## src/rtl/cdo_pkg.sv

```systemverilog
// ----------------------------------------------------------------------------
// cdo_pkg
// Shared types, constants and calendar functions for the date offset block.
// ----------------------------------------------------------------------------
package cdo_pkg;

	localparam logic [3:0]  MONTHS     = 4'd12;
	localparam logic [3:0]  MONTH_FEB  = 4'd2;
	localparam logic [4:0]  DAY_LAST   = 5'd31;
	localparam logic [8:0]  DAYS_YEAR  = 9'd365;
	localparam logic [8:0]  DAYS_LEAP  = 9'd366;
	localparam logic [13:0] YEAR_MAX   = 14'd9999;

	// Command bundle from the controller to the datapath.
	typedef struct packed {
		logic load;       // clamp the accepted date and form the day count
		logic norm_back;  // step one year back
		logic norm_fwd;   // step one year forward
		logic mon_step;   // step one month forward
		logic out_load;   // capture the finished date in the output register
	} ctrl_cmd_t;

	// Status bundle from the datapath to the controller.
	typedef struct packed {
		logic doy_low;    // day count below one
		logic doy_high;   // day count beyond the current year's length
		logic mon_more;   // day count beyond the current month's length, before December
	} dp_status_t;

	// Length of a month; months outside 1..12 never reach this in use.
	function automatic logic [4:0] month_len(input logic [3:0] m, input logic leap);
		logic [4:0] len;
		unique case (m)
			4'd2:                     len = leap ? 5'd29 : 5'd28;
			4'd4, 4'd6, 4'd9, 4'd11:  len = 5'd30;
			default:                  len = 5'd31;
		endcase
		return len;
	endfunction

	// Days in the months before month m of a common year.
	function automatic logic [8:0] days_before(input logic [3:0] m);
		logic [8:0] d;
		unique case (m)
			4'd2:    d = 9'd31;
			4'd3:    d = 9'd59;
			4'd4:    d = 9'd90;
			4'd5:    d = 9'd120;
			4'd6:    d = 9'd151;
			4'd7:    d = 9'd181;
			4'd8:    d = 9'd212;
			4'd9:    d = 9'd243;
			4'd10:   d = 9'd273;
			4'd11:   d = 9'd304;
			4'd12:   d = 9'd334;
			default: d = 9'd0;
		endcase
		return d;
	endfunction

endpackage

```

## src/rtl/cdo_ctrl.sv

```systemverilog
// ----------------------------------------------------------------------------
// cdo_ctrl
// Sequencer for the date offset block: accept, year steps, month steps, output.
// ----------------------------------------------------------------------------
module cdo_ctrl
	import cdo_pkg::*;
(
	input  logic       clk,
	input  logic       arst_n,
	input  logic       s_tvalid,
	output logic       s_tready,
	output logic       m_tvalid,
	input  logic       m_tready,
	input  dp_status_t status,
	output ctrl_cmd_t  cmd
);

	typedef enum logic [3:0] {
		ST_IDLE  = 4'b0001,
		ST_NORM  = 4'b0010,
		ST_MONTH = 4'b0100,
		ST_FIN   = 4'b1000
	} state_t;

	state_t state_q, state_d;
	logic   m_valid_q;

	always_comb begin
		cmd     = '0;
		state_d = state_q;
		unique case (state_q)
			ST_IDLE: begin
				if (s_tvalid) begin
					cmd.load = 1'b1;
					state_d  = ST_NORM;
				end
			end
			ST_NORM: begin
				priority if (status.doy_low) begin
					cmd.norm_back = 1'b1;
				end else if (status.doy_high) begin
					cmd.norm_fwd = 1'b1;
				end else begin
					state_d = ST_MONTH;
				end
			end
			ST_MONTH: begin
				if (status.mon_more) begin
					cmd.mon_step = 1'b1;
				end else begin
					state_d = ST_FIN;
				end
			end
			ST_FIN: begin
				if (!m_valid_q || m_tready) begin
					cmd.out_load = 1'b1;
					state_d      = ST_IDLE;
				end
			end
			default: state_d = ST_IDLE;
		endcase
	end

	always_ff @(posedge clk or negedge arst_n) begin
		if (!arst_n) begin
			state_q   <= ST_IDLE;
			m_valid_q <= 1'b0;
		end else begin
			state_q <= state_d;
			if (cmd.out_load) begin
				m_valid_q <= 1'b1;
			end else if (m_tready) begin
				m_valid_q <= 1'b0;
			end
		end
	end

	assign s_tready = (state_q == ST_IDLE);
	assign m_tvalid = m_valid_q;

endmodule

```

## src/rtl/cdo_dp.sv

```systemverilog
// ----------------------------------------------------------------------------
// cdo_dp
// Datapath: date clamp, day count, year and month stepping, output register.
// ----------------------------------------------------------------------------
module cdo_dp
	import cdo_pkg::*;
(
	input  logic               clk,
	input  ctrl_cmd_t          cmd,
	input  logic [3:0]         month_in,
	input  logic [5:0]         day_in,
	input  logic [13:0]        year_in,
	input  logic signed [15:0] offset_days,
	output dp_status_t         status,
	output logic [3:0]         month_out,
	output logic [4:0]         day_out,
	output logic [13:0]        year_out,
	output logic               year_overflow
);

	// Working registers. The year may run a little below zero or above the
	// input range while stepping, so it is kept signed and two bits wider.
	logic signed [15:0] year_q;
	logic signed [16:0] doy_q;
	logic [3:0]         mo_q;

	// Load path.
	logic       in_leap;
	logic [3:0] m_clamp;
	logic [4:0] len_in;
	logic [4:0] d_clamp;
	logic [8:0] doy_base;

	always_comb begin
		in_leap = (year_in[1:0] == 2'd0);
		if (month_in == 4'd0) begin
			m_clamp = 4'd1;
		end else if (month_in > MONTHS) begin
			m_clamp = MONTHS;
		end else begin
			m_clamp = month_in;
		end
		len_in = month_len(m_clamp, in_leap);
		if (day_in == 6'd0) begin
			d_clamp = 5'd1;
		end else if (day_in > {1'b0, len_in}) begin
			d_clamp = len_in;
		end else begin
			d_clamp = day_in[4:0];
		end
		doy_base = days_before(m_clamp) + {8'd0, (in_leap && (m_clamp > MONTH_FEB))}
			+ {4'd0, d_clamp};
	end

	// Stepping path.
	logic       cur_leap;
	logic       prev_leap;
	logic [8:0] diy_cur;
	logic [8:0] diy_prev;
	logic [4:0] dim_cur;

	always_comb begin
		cur_leap  = (year_q[1:0] == 2'd0);
		prev_leap = (year_q[1:0] == 2'd1);
		diy_cur   = cur_leap  ? DAYS_LEAP : DAYS_YEAR;
		diy_prev  = prev_leap ? DAYS_LEAP : DAYS_YEAR;
		dim_cur   = month_len(mo_q, cur_leap);

		status.doy_low  = (doy_q < 17'sd1);
		status.doy_high = (doy_q > $signed({8'd0, diy_cur}));
		status.mon_more = (mo_q < MONTHS) && (doy_q > $signed({12'd0, dim_cur}));
	end

	always_ff @(posedge clk) begin
		if (cmd.load) begin
			year_q <= $signed({2'b00, year_in});
			doy_q  <= $signed({8'd0, doy_base}) + {offset_days[15], offset_days};
			mo_q   <= 4'd1;
		end else if (cmd.norm_back) begin
			year_q <= year_q - 16'sd1;
			doy_q  <= doy_q + $signed({8'd0, diy_prev});
		end else if (cmd.norm_fwd) begin
			year_q <= year_q + 16'sd1;
			doy_q  <= doy_q - $signed({8'd0, diy_cur});
		end else if (cmd.mon_step) begin
			mo_q  <= mo_q + 4'd1;
			doy_q <= doy_q - $signed({12'd0, dim_cur});
		end
	end

	// Output register, with saturation of years outside the supported range.
	always_ff @(posedge clk) begin
		if (cmd.out_load) begin
			if (year_q < 16'sd0) begin
				month_out     <= 4'd1;
				day_out       <= 5'd1;
				year_out      <= 14'd0;
				year_overflow <= 1'b1;
			end else if (year_q > $signed({2'b00, YEAR_MAX})) begin
				month_out     <= MONTHS;
				day_out       <= DAY_LAST;
				year_out      <= YEAR_MAX;
				year_overflow <= 1'b1;
			end else begin
				month_out     <= mo_q;
				day_out       <= doy_q[4:0];
				year_out      <= year_q[13:0];
				year_overflow <= 1'b0;
			end
		end
	end

endmodule

```

## src/rtl/calendar_date_offset_top.sv

```systemverilog
// ----------------------------------------------------------------------------
// calendar_date_offset_top
// Moves a calendar date by a signed number of days.
// ----------------------------------------------------------------------------
// The block takes one date and one signed day offset per transaction and
// returns one date per transaction. The month is clamped into 1..12 and the
// day into the length of that month, then the date becomes a day of the year
// and the offset is added. Whole years are then stepped one per clock until
// the count lies inside a year, and months are stepped one per clock until
// the count lies inside a month. Every year divisible by four is a leap year,
// with no century exception, and day 366 of a leap year is December 31. A
// result year below 0 gives January 1 of year 0, a result year above 9999
// gives December 31 of year 9999; both raise the overflow flag in tuser.
// There are about |offset| / 365 whole-year steps, at most about ninety, and
// at most eleven month steps. Items are handled one at a time, but a finished
// result sits in an output register, so the next transaction is taken while
// it waits.
// ----------------------------------------------------------------------------
module calendar_date_offset_top
	import cdo_pkg::*;
(
	input  logic        clk,
	input  logic        arst_n,
	input  logic        s_tvalid,
	output logic        s_tready,
	input  logic [39:0] s_tdata,   // month_in[3:0], day_in[9:4], year_in[23:10],
	                               // offset_days[39:24] (signed)
	output logic        m_tvalid,
	input  logic        m_tready,
	output logic [23:0] m_tdata,   // month_out[3:0], day_out[8:4], year_out[22:9],
	                               // zero fill [23]
	output logic        m_tuser    // year_overflow[0]
);

	ctrl_cmd_t  cmd;
	dp_status_t status;

	logic [3:0]  month_out;
	logic [4:0]  day_out;
	logic [13:0] year_out;

	// The controller owns the handshakes; the datapath never sees them.
	cdo_ctrl u_ctrl (
		.clk      (clk),
		.arst_n   (arst_n),
		.s_tvalid (s_tvalid),
		.s_tready (s_tready),
		.m_tvalid (m_tvalid),
		.m_tready (m_tready),
		.status   (status),
		.cmd      (cmd)
	);

	cdo_dp u_dp (
		.clk           (clk),
		.cmd           (cmd),
		.month_in      (s_tdata[3:0]),
		.day_in        (s_tdata[9:4]),
		.year_in       (s_tdata[23:10]),
		.offset_days   ($signed(s_tdata[39:24])),
		.status        (status),
		.month_out     (month_out),
		.day_out       (day_out),
		.year_out      (year_out),
		.year_overflow (m_tuser)
	);

	assign m_tdata = {1'b0, year_out, day_out, month_out};

endmodule

```

## config.mk

```make
export PLATFORM = sky130hd
export DESIGN_NAME = calendar_date_offset_top
export DESIGN_NICKNAME = d
export VERILOG_FILES = /design/src/rtl/cdo_pkg.sv /design/src/rtl/cdo_ctrl.sv /design/src/rtl/cdo_dp.sv /design/src/rtl/calendar_date_offset_top.sv
export SDC_FILE = /design/constraint.sdc
export NUM_CORES = 1
export LEC_CHECK = 0
export ABC_AREA = 0
export BUFFER_PORTS_ARGS = -buffer_cell sky130_fd_sc_hd__buf_2
export CORE_ASPECT_RATIO = 1.2
export CORE_UTILIZATION = 48
export CTS_CLUSTER_SIZE = 24
export DETAILED_ROUTE_END_ITERATION = 8
export GPL_TIMING_DRIVEN = 0
export HOLD_SLACK_MARGIN = 0.1
export PLACE_DENSITY = 0.71
export SLEW_MARGIN = 40
export SYNTH_ARGS = -nofsm -noshare
export SYNTH_HDL_FRONTEND = slang
export SYNTH_SLANG_ARGS = --single-unit
```

## constraint.sdc

```tcl
create_clock -name clk -period 3.45 [get_ports clk]
set_input_delay 0.69 -clock clk [delete_from_list [all_inputs] [get_ports clk]]
set_output_delay 0.69 -clock clk [all_outputs]
set_load 0.01 [all_outputs]
```

### Yosys cells after proc, flatten, opt, wreduce, memory -nomap -nowiden

Memories as Yosys holds them, arrays and structs flattened.
Index checks and enable logic that the tools add are counted.

* word-level logic and storage cells: 110
* memories: 1
* bits in registers: 66
* output and inout bits: 27
* ROM bits: 144

Memory list
* (no name shown): words 16, width 9, rd ports 1, clocked after memory_dff 0, write ports 0, RTL line cdo_pkg.sv:44 `unique case (m)`

* $lt $le $gt $ge: 9
* reduce and logical (&&, ||, !) cells: 17
* mux-type cells: 39
* bitwise gates (word level): 2
* equal/unequal tests: 20
* $add $sub $neg: 9

Operator list (count)
* $mux 17: 4
* $mux 16: 2
* $mux 4: 8
* $mux 14: 2
* $eq 4x3->1 const B: 5
* $eq 4x4->1 const B: 5
* $pmux 5 s2: 2
* $add 10x16->17: 1
* $add 17x10->17: 1
* $gt 17x10->1: 1
* $gt 17x6->1: 1
* $lt 17x2->1 const B: 1
* $sub 17x10->17: 1
* $sub 17x6->17: 1
* $add 16x2->16 const B: 1
* $gt 16x15->1 const B: 1
* $lt 16x1->1 const B: 1
* $pmux 4 s4: 1
* $sub 16x2->16 const B: 1
* $mux 5: 3
* $mux 1: 14
* $eq 4x2->1 const B: 3
* $add 9x1->9: 1
* $add 9x5->9: 1
* other kinds (24): 34

### Longest topological paths before layout

* depth in word-level cells: 12
* depth in mapped cells: 34

### Hierarchy

From an unflattened synthesis, not the netlist that was laid out.

* cells, all modules: 644
* area, all modules: 5774.3 um^2

By module, submodules not included
* cdo_dp: cells each 607, seq. area each 1771.7 um^2, area each 5456.5 um^2, instances 1
* cdo_ctrl: cells each 35, seq. area each 126.4 um^2, area each 306.5 um^2, instances 1
* calendar_date_offset_top: cells each 2, seq. area each 0.0 um^2, area each 11.3 um^2, instances 1

### Least setup slack after synthesis

Ideal clock, no wire load.

* kind: input port to flip-flop
* from: input port s_tdata[2]
* to: register u_dp.doy_q[14] (data pin)
* slack: -2.884 ns
* cell stages on the path: 29
* data arrival time: 6.063 ns
* path buffers: 2
* setup time: 0.270 ns
* path through: clkbuf_1 clkbuf_1 a21oi_1 inv_1 ha_1 a21oi_1 a21oi_1 o21ai_0 ha_1 a211oi_1 nor2_1 mux2i_1 o31a_1 fa_1 fa_1 nor2b_1 o21ai_0 a21boi_0 o21a_1 nand2_1 xor2_1 a32o_1 ha_1 a21oi_1 o21ai_0 and3_1 or2_2 a21oi_1 a21oi_1

* word-level cells in the longest chain between the ends: 12

RTL lines
* start: declaration: RTL line calendar_date_offset_top.sv:26 `input logic [39:0] s_tdata,`
* $gt 4x4->1: RTL line cdo_dp.sv:38 `end else if (month_in > MONTHS) begin`
* $mux 4: RTL line cdo_dp.sv:38
* $mux 4 *: RTL line cdo_dp.sv:36 `if (month_in == 4'd0) begin`
* $eq 4x3->1 / $eq 4x4->1 (equally long branches): RTL line cdo_pkg.sv:33 `unique case (m)`
* $reduce_or 4->1: RTL line cdo_pkg.sv:33
* $pmux 5 s2: RTL line cdo_pkg.sv:33
* $gt 6x5->1: RTL line cdo_dp.sv:46 `end else if (day_in > {1'b0, len_in}) begin`
* $mux 5: RTL line cdo_dp.sv:46
* $mux 5: RTL line cdo_dp.sv:44 `if (day_in == 6'd0) begin`
* $add 9x5->9 *: RTL line cdo_dp.sv:52 `+ {4'd0, d_clamp};`
* $add 10x16->17 *: RTL line cdo_dp.sv:77 `doy_q <= $signed({8'd0, doy_base}) + {offset_days[15], offset_days};`
* $mux 17 *: RTL line cdo_dp.sv:75 `if (cmd.load) begin`
* end signal: assignment: RTL line cdo_dp.sv:77
* end signal: assignment: RTL line cdo_dp.sv:81 `doy_q <= doy_q + $signed({8'd0, diy_prev});`
* end signal: assignment: RTL line cdo_dp.sv:84 `doy_q <= doy_q - $signed({8'd0, diy_cur});`
* end: declaration: RTL line cdo_dp.sv:24 `logic signed [16:0] doy_q;`

Every way passes the cells marked *; elsewhere a longest branch is shown, timed or not.
A chain may end at the register's enable or synchronous reset.

### Worst setup path after layout

* from: input port s_tdata[3]
* to: register u_dp.doy_q[14] (data pin)

The elaborated chain is that of the path after synthesis.

==> run summary <==
The average instance area after synthesis came out at 8.67 sq um. The number of vias per cell came out at 5.82. The total negative setup slack is -27.23 ns.

The H-tree level count is 3. At the worst endpoint, the required time is 3.51 ns. In the finished design, the share of the clock period the worst path needs comes to 160%.

The net total in the final layout is 873. The classification of the worst-slack hold path is in2async. The run finished, with violations left. After detailed routing, the wire length on met1 is 6390 um. The area added between synthesis and finish is 28.8%. The number of warnings reported in the yosys synthesis log is 0. The clock transition time at the flip-flop clock pins of the worst setup and hold paths is 0.05 ns. The worst reg2reg path startpoint is u_dp.year_q[1]$_DFFE_PP_. Ranked by instance count, the synthesized netlist is headed by sky130_fd_sc_hd__nor2_1, sky130_fd_sc_hd__nand2_1, sky130_fd_sc_hd__edfxtp_1, sky130_fd_sc_hd__ha_1, sky130_fd_sc_hd__a21oi_1. The die covers 12300 sq um. At the pin with the least slew margin, the transition time is 0.729 ns.

The detailed router finished its first iteration with 368 violations. The number of flops mapped to enable cells by yosys came out at 55. The number of remaining DRC errors is 0. STA classifies the critical path startpoint as an input pin.

71 I/O pins were placed. The total of buffers placed on input and output ports is 68. The pin count of the biggest net entering global routing came out at 25. The critical path is of the in2reg type. The initial antenna violation count is 0. The maximum clock insertion buffer count came out at 2. The count of endpoints failing hold in the final timing report came out at 0. The flip-flop and latch count after synthesis came out at 66. The largest individual stage delay along the critical path comes from the cell sky130_fd_sc_hd__fa_2. The ratio of cells with drive above 1 in the final layout is 28.9%.

The wire length of the first global-routing pass is 24800 um. The global-route usage over all layers is 26.2%. The number of cells traversed by the worst register-to-register path is 11. The detailed route wirelength on metal2 came out at 8260 um.

The floorplan row count came out at 43. The simple-gate share of the synthesized area is 21.1%. The via count of the first global-routing pass was 5208. The proportion of synthesized flip-flops having asynchronous set or reset is 7.58%.

The final reports fail on setup timing. The tree is rooted in a sky130_fd_sc_hd__clkbuf_16. Yosys instantiated no cell more often than sky130_fd_sc_hd__nor2_1. The number of cells produced by synthesis came out at 659. On the worst path, the slowest cell contributes a delay of 0.41 ns.

The endpoint identified for the worst register-to-register timing path is u_dp.doy_q[9]$_DFFE_PP_. Summed over all instances, the cell type with the most area after synthesis is sky130_fd_sc_hd__edfxtp_1. The clock latency on the worst-skew pair came out at 0.34 ns.

The number of slew-limit violations in the final report was 0. The power per unit of standard cell area came out at 800 nW/um^2. In this run the top signal layer used is met4. The max-slew headroom at the worst pin came out at 50.1%. The worst setup path is captured at a flop.

Across all register-to-register paths, the minimum setup slack is 0.10 ns. The routed layout has 5463 vias. The residual overflow from global routing came out at 0. For this design the static power due to leakage is 3.01 nW. The final HPWL from detailed placement is 11200 um.

The post-synthesis share of cell area spent on xor and xnor gates is 5.67%. The average detailed-routed wire length per instance is 16.9 um. The antenna diode instance count is 0.

The data arrival time of the worst path is 5.58 ns. The net count of the mapped netlist came out at 756. The total of max-cap violations is 0. The cell area after placement came out at 6480 sq um. Summed over all nets, wire length on met3 after detailed routing comes to 716 um. Setup repair after global routing could not meet its margin everywhere. The cell family contributing the most delay on the critical path is compound AO/OA/AOI/OAI gates. The share of synthesized cell area in full adder, half adder and majority cells is 12.5%. The time the final worst path needs with I/O delays and setup is 5.52 ns. The final instance area came out at 7360 sq um.

TritonCTS built the clock tree. The netlist area before placement came out at 5710 sq um. The final estimated routing congestion in global placement came out at 0.924.

After synthesis, the largest family of logic cells by area is simple AND/OR/NAND/NOR gates. The worst-case IR drop observed on VDD is 0.320 mV. Timing would allow up to 0.181 GHz. Along the worst path, the maximum fanout reaches 5. In this run the horizontal extent of the chip is 102 um.

In the synthesized netlist the dominant register cell turns out to be sky130_fd_sc_hd__edfxtp_1. The total detailed-routing wirelength is 15900 um. The count of nets left with antenna violations once routing finished came out at 0. The total number of clock tree sinks is 66. The clock skew after layout came out at 0.0124 ns.

Multiplexer cells account for 2.17% of the synthesized area. The buffers plus inverters on the worst setup path is 3. The number of clock buffers inserted by TritonCTS is 9. The top cell type's share of synthesized area came out at 28.9%. In the post-route analysis, the smallest setup slack over all paths is -2.07 ns. The sequential cell area fraction in the yosys report came out at 33.2%. The initial cell density of the core is 49.4%. The number of setup violations in the final report came out at 17. The synthesized netlist devotes 20.5% of its cell area to compound gates. By area the synthesized netlist is led by sky130_fd_sc_hd__edfxtp_1, sky130_fd_sc_hd__ha_1, sky130_fd_sc_hd__nor2_1. The area of the core is 11600 sq um. The post-synthesis cell type count came out at 81. The first detailed-routing pass took 5 iterations. The final cell utilization of the core is 63.6%. The height of the chip came out at 122 um.
## worst register-to-register path: cells and delay by family, from the launching register on
| family | cells | cell delay (ns) |
|---|---|---|
| AOI/OAI and AO/OA | 5 | 1.63 |
| xor gates and xnor gates | 1 | 0.23 |
| buffers and inverters | 2 | 0.27 |
| and+or+nand+nor | 2 | 0.28 |
| DFF | 1 | 0.43 |
| adders and majority gates | 1 | 0.24 |
## per-stage QoR
step           hold slack [ns]  instances  power, W  worst slack [ns]
4_1_cts                  0.159        928   0.00571             -2.14
5_1_grt                  0.166        938   0.00630             -2.39
2_1_floorplan            0.394        659   0.00383             -2.05
6_report                 0.158        938   0.00589             -2.07
3_5_place_dp             0.509        885   0.00460             -2.72
3_3_place_gp             0.497        884   0.00451             -2.57
## worst max path at each step
stage / startpoint / cells past startpoint / slack (ns) / endpoint
after floorplan: s_tdata[3] / 29 / -2.05 / u_dp.doy_q[14]$_DFFE_PP_
final: s_tdata[3] / 29 / -2.07 / u_dp.doy_q[14]$_DFFE_PP_
after global routing: s_tdata[3] / 31 / -2.39 / u_dp.doy_q[14]$_DFFE_PP_
after detailed placement: s_tdata[3] / 32 / -2.72 / u_dp.doy_q[15]$_DFFE_PP_
after global placement: s_tdata[3] / 32 / -2.57 / u_dp.doy_q[14]$_DFFE_PP_
after CTS: s_tdata[3] / 30 / -2.14 / u_dp.doy_q[14]$_DFFE_PP_
## placed cells by master, fill, tap and decap left out, drive strengths merged, types with 11 or more instances in the layout
cell and n:
xnor2 21, a21oi 45, nand2 63, nor2b 11, ha 46, nor2 77
edfxtp 55, inv 40, nor3 17, xor2 16, clkbuf 25, a211oi 11
nand3 19, o21ai 47, buf 118
## logic make-up after synthesis
group,count (synthesis)
buf+inv,68
flops,66
mux,12
simple gates,247
fa+ha+maj,53
compound gates,175
xor+xnor,37
other cells,1
## per-layer routing
| metal | track usage (%) | vias to the layer above |
|---|---|---|
| met2 | 47.7 | 184 |
| met3 | 3.63 | 40 |
| met5 | 0 | - |
| met1 | 30.0 | 2596 |
| li1 | - | 2643 |
| met4 | 12.1 | 0 |
## area by class of cell
cell class                 instances  area (sq um)
clock inverter                     6          67.6
timing repair buffer             106           684
fill                             967          4210
inverter                          40           166
timing repair inverter             1          6.26
sequential                        66          1900
clock buffer                      10           229
tap                              157           196
multi-input combinational        525          3930
buffer                            27           175
## registers in the layout (all words and copies together) (netlist names)
name                flops
u_ctrl.m_tvalid         1
u_ctrl.state_q          4
u_dp.day_out            5
u_dp.doy_q             17
u_dp.mo_q               4
u_dp.month_out          4
u_dp.year_out          14
u_dp.year_overflow      1
u_dp.year_q            16
## power by group
group	internal (W)	total, W	switching [W]	leakage (nW)
sequential	0.00136	0.00163	0.000277	0.621
combinational	0.00136	0.00334	0.00198	2.25
clock	0.000560	0.000918	0.000358	0.139
## repair_timing
| item | in CTS | in global routing |
|---|---|---|
| hold endpoints to repair | 0 | 0 |
| pin swaps | 46 | 46 |
| hold buffers | 0 | 0 |
| gates cloned | 1 | 0 |
| resized for setup | 34 | 47 |
| setup buffers | 26 | 12 |
| setup endpoints to repair | 40 | 56 |
No activity file was read; power rests on OpenSTA's default activity.
